===== src/design/thompson_nfa_builder_and_closure_macros.svh =====
// Assertion macros for the Thompson NFA builder.
`ifndef THOMPSON_NFA_BUILDER_AND_CLOSURE_MACROS_SVH
`define THOMPSON_NFA_BUILDER_AND_CLOSURE_MACROS_SVH

// Same-cycle implication, clocked on clock, off during reset.
`define TNFA_ASSERT_NOW(lbl, ante, cons, msg) \
   lbl: assert property (@(posedge clock) disable iff (reset) (ante) |-> (cons)) \
      else $error(msg);

// Next-cycle implication, clocked on clock, off during reset.
`define TNFA_ASSERT_NXT(lbl, ante, cons, msg) \
   lbl: assert property (@(posedge clock) disable iff (reset) (ante) |=> (cons)) \
      else $error(msg);

`endif


===== src/design/tnfa_ram.sv =====
// Generic single-write, single-read RAM with registered read data.
module tnfa_ram #(
   parameter int WIDTH = 8,
   parameter int DEPTH = 16,
   parameter int AW    = (DEPTH > 1) ? $clog2(DEPTH) : 1
) (
   input  logic             clock,
   input  logic             we,
   input  logic [AW-1:0]    waddr,
   input  logic [WIDTH-1:0] wdata,
   input  logic [AW-1:0]    raddr,
   output logic [WIDTH-1:0] rdata
);
   logic [WIDTH-1:0] mem [DEPTH];
   logic [WIDTH-1:0] rdata_ff;

   always_ff @(posedge clock) begin
      if (we) begin
         mem[waddr] <= wdata;
      end
      rdata_ff <= mem[raddr];
   end

   assign rdata = rdata_ff;
endmodule


===== config.mk =====
export PLATFORM = sky130hd
export DESIGN_NAME = tnfa_ram
export DESIGN_NICKNAME = d
export VERILOG_FILES = /design/src/design/thompson_nfa_builder_and_closure_macros.svh /design/src/design/tnfa_ram.sv
export SDC_FILE = /design/constraint.sdc
export NUM_CORES = 1
export LEC_CHECK = 0
export ABC_AREA = 1
export BUFFER_PORTS_ARGS = -buffer_cell sky130_fd_sc_hd__buf_4
export CAP_MARGIN = 10
export CORE_MARGIN = 1.5
export CORE_UTILIZATION = 40
export CTS_CLUSTER_SIZE = 16
export DETAILED_ROUTE_END_ITERATION = 10
export PLACE_DENSITY_LB_ADDON = 0.3
export SYNTH_ARGS = -nofsm -noshare
export SYNTH_HDL_FRONTEND = slang
export SYNTH_SLANG_ARGS = --single-unit

===== constraint.sdc =====
create_clock -name clock -period 1.4 [get_ports clock]
set_input_delay 0.35 -clock clock [delete_from_list [all_inputs] [get_ports clock]]
set_output_delay 0.35 -clock clock [all_outputs]
set_load 0.01 [all_outputs]

Word level (Yosys, flattened, before mapping)

Memories as Yosys holds them, arrays and structs flattened. A register that Yosys moved wholly into a read port is not among the register bits.
Index checks and enable logic that the tools add are counted.

Multipliers: 0
Add/sub/neg operators: 0
Order comparisons: 0
Bitwise logic cells: 0
Reductions and logical operators: 0
Div/mod/pow operators: 0
Mux-type cells: 2
Eq/ne operators: 0
Shift operators: 0

Operators with widths:

| kind             | number |
|---|---|
| 2-to-1 mux 1 bit | 2 |

Bits in registers: 0
Memories: 1
Memory bits (writable): 128
Bits in latches: 0
Input port bits: 18
Memory bits (read-only): 0
Word-level logic and storage cells: 3
Output and inout bits: 8

Memory list:

| memory | words | bits a word | rd ports | clocked after memory_dff | wr ports | RTL line       | source |
|---|---|---|---|---|---|---|---|
| mem    | 16    | 8           | 1        | 1                        | 1        | tnfa_ram.sv:14 | `logic [WIDTH-1:0] mem [DEPTH];` |

Longest topological paths before layout

Word-level depth: 2
Gate-level depth with buffers: 8
Gate-level depth less buffers: 7

Worst setup path before layout

No wires, ideal clock.

Path type: input port to flip-flop
Start: in waddr[3]
End: mem mem[4][0] (enable)
Data required time: 1.030 ns
Setup time: 0.370 ns
Path buffers: 0
Stages on the path: 2
Slack: 0.099 ns
Data arrival time: 0.931 ns
Path through: nand3b_1 nor2_1

RTL lines:

| item        | RTL line       | source |
|---|---|---|
| from (decl) | tnfa_ram.sv:9  | `input logic [AW-1:0] waddr,` |
| to (decl)   | tnfa_ram.sv:14 |  |

No word-level cell before the write port.

Worst setup path after layout

Start: reg rdata_ff[4] (netlist: rdata[4]), read port of mem
End: out rdata[4]

RTL lines:

| item        | RTL line       | source |
|---|---|---|
| from (decl) | tnfa_ram.sv:15 | `logic [WIDTH-1:0] rdata_ff;` |
| to (decl)   | tnfa_ram.sv:12 | `output logic [WIDTH-1:0] rdata` |

No word-level cell between the ends.

==> results.txt <==
----------------------------------------------------
[Outcome]
  Result of the run ... completed

[Die]
  Area enclosed by the die boundary ... 15100 um^2
  Total core area ... 14000 um^2
  Floorplan row count ... 43
  Number of top-level design ports ... 26
  Die Width ... 123 um
  Floorplan die height ... 123 um
  Initial core utilization ... 41.2%

[Logic synthesis]
  Yosys warns ... 0
  Dominant cell type by area after synthesis ... edfxtp_1
  Number of enable flip-flop cells after synthesis ... 128
  Netlist Area Pre-Place ... 5770 um^2
  Mean Syn Cell Area ... 10.5 um^2
  Gate Count Post-Synth ... 551
  Register area share after synthesis ... 69.4%
  Commonest cells post-synth ... nand2_1 (173), edfxtp_1 (128), inv_1 (100)
  Post-synth net total ... 569
  Portion of synthesized cell area occupied by the leading cell type ... 66.7%
  Library cell with the highest instance count after synthesis ... nand2_1
  Dominant register cell in the synthesized netlist ... edfxtp_1
  Post-synthesis sequential element count ... 136
  Most area-consuming cells after synthesis ... edfxtp_1 (67%), nand2_1 (11%), nand3_1 (8.4%)
  Fraction of synthesis flops using an asynchronous set or reset pin ... 0%
  Count of unique library cells instantiated by Yosys ... 12

[STA]
  Post-route fraction of the period consumed by the critical path ... 92.0%
  Slew Limit Headroom ... 81.6%
  Layout Skew ... 0.00306 ns
  Worst hold slack across all endpoints ... 0.246 ns
  Total setup violations reported at the end of the flow ... 0
  Final hold violation count ... 0
  Unrepaired setup endpoints after global routing ... no
  FMAX ... 776 MHz
  Final Critical Period ... 1.29 ns
  Pins Over Slew Limit ... 0
  Transition time of the tightest slew-check pin ... 0.276 ns

[Worst hold path]
  Startpoint of the lowest-slack hold path ... wdata[3]
  Type of the worst min-delay path ... in -> reg

[Detailed routing]
  DRC Markers ... 0
  Vias per std cell ... 4.91
  Vias ... 3903
  Post-DRT Antenna Nets ... 0
  DRT iter0 DRCs ... 196
  Total wire length after detailed routing ... 13.1 mm
  Post-detailed-route wirelength per cell ... 16.4 um
  First-pass iteration count of the detailed router ... 4

[Setup path]
  Crit. End Element ... output port
  Endpoint of the most critical register-to-register path ... rdata[5]$_DFF_P_
  Arrival time at the worst endpoint ... 0.94 ns
  Slowest Stage Delay on Critical Path ... 0.37 ns
  Slack of the worst reg-to-reg path ... 0.40 ns
  Crit path capture ... rdata[4]
  Worst Path Class, Setup ... reg -> out
  Beginning of the critical path ... rdata[4]$_DFF_P_
  Max stage delay cell, worst path ... dfxtp_1
  Crit path launch type ... register
  Reg-to-reg startpoint ... mem[7][5]$_DFFE_PP_
  Dominant delay contributor by cell family on the critical path ... flip-flops
  Largest fanout of any net on the critical path ... 1
  Stages on worst setup path ... 1
  Worst endpoint required time ... 1.05 ns
  Buffers & Inverters on Critical Path ... 1
  Cell-by-cell trace of the critical path ... buf_4
  FF-to-FF path depth ... 6

[Finish]
  Ant diodes ... 0
  Post-route cell area ... 6920 um^2
  Nets ... 620
  Core occupancy in the finished layout ... 49.5%
  Share of layout cells above drive strength 1 ... 14.3%
  Post-route non-filler standard cell count ... 795
  Area Overhead vs Synth ... 20.0%

[Clocking]
  Post-CTS setup buffers ... 0
  TritonCTS clock tree ... yes
  CTS Hold Buffers Added ... 0
  Depth of the CTS H-tree ... 4
  Root Buffer ... clkbuf_16
  Post-cts repair resize count ... 0
  Maximum clock insertion buffer count ... 2
  TritonCTS Buffers ... 17
  Clock Pin Slew Worst Setup and Hold Paths ... 0.05 ns
  Insertion delay to the later sink of the worst-skew pair ... 0.42 ns
  Clock sinks ... 136

[Place]
  Number of placed instances with taps included ... 763
  DPL Wire Length ... 8.56 mm
  Cell area reported after detailed placement ... 6300 um^2
  Final weighted congestion in routability-driven placement ... 0.830
  I/O Buffers ... 25

[Global routing]
  Final global-route overflow total ... 0
  Maximum number of pins on one net before global-route repair ... 36
  GRT Total Usage ... 19.4%
  Number of antenna violations at the first check in global routing ... 0
  Via count of the first global-routing pass ... 3799
  Global-route wire length before repair ... 20.5 mm

[Power and ir drop]
  Lkg Pwr ... 3.03 nW
  Post-layout total power ... 0.00981 W
  Pwr per Cell Area ... 1420 nW/um^2
  Max IR drop VDD ... 0.000688 V

[Job]
  Number of max-cap violations ... 0

----------------------------------------------------
[flip-flops by register name (all words and copies together), names as in the netlist]
| register | count |
|---|---|
| rdata | 8 |
| mem | 128 |
[power breakdown]
group | switching [W] | internal, W | total, W
combinational | 0.000395 | 0.000219 | 0.000614
clock | 0.00156 | 0.00305 | 0.00461
sequential | 0.0000332 | 0.00455 | 0.00459
total | 0.00199 | 0.00783 | 0.00981
[how the worst min path moves through the flow]
stage | to | cells after the start | slack [ns]
final | mem[5][3]$_DFFE_PP_ | 1 | 0.25
after global routing | mem[3][3]$_DFFE_PP_ | 1 | 0.26
after CTS | mem[5][3]$_DFFE_PP_ | 1 | 0.24
after detailed placement | rdata[0]$_DFF_P_ | 6 | 0.67
after global placement | rdata[6]$_DFF_P_ | 6 | 0.66
after floorplan | mem[0][0]$_DFFE_PP_ | 0 | 0.45
[cell usage in the layout (no fill, tap or decap)]
cell	instances
bufinv_16	3
buf_12	4
inv_1	100
clkinv_1	2
clkbuf_16	17
buf_4	52
clkbuf_8	6
edfxtp_1	128
nand2_1	173
inv_2	2
dfxtp_1	8
nor2_1	17
nand3_1	97
nand3b_1	2
clkinv_2	4
[cells by family (layout without fill, tap and decap cells)]
group	after synthesis	in the layout	synth area share, %
buffers and inverters	126	190	9.52
DFF	136	136	69.4
and+or+nand+nor	289	289	21.0
[layer usage]
metal | GRT usage [%] | vias up | wire length (um)
met3 | 5.54 | 22 | 660
li1 | - | 1878 | -
met2 | 32.3 | 86 | 6500
met1 | 23.5 | 1917 | 5560
met5 | 0 | - | 0
met4 | 8.84 | 0 | 340
[per-stage QoR]
step / setup TNS, ns / setup slack (ns)
after floorplan: 0 / 0.0992
after global placement: -0.0841 / -0.0142
final: 0 / 0.112
after detailed placement: -0.0760 / -0.0120
after CTS: 0 / 0.0915
after global routing: 0 / 0.0739
[area by class of cell]
cell class,instances,area [um^2]
Tap cell,180,225
Fill cell,1286,7070
Clock inverter,9,118
Clock buffer,23,508
Timing Repair Buffer,56,470
Inverter,102,383
Multi-Input combinational cell,289,1210
Sequential cell,136,4000
(Power assumes the default switching activity.)
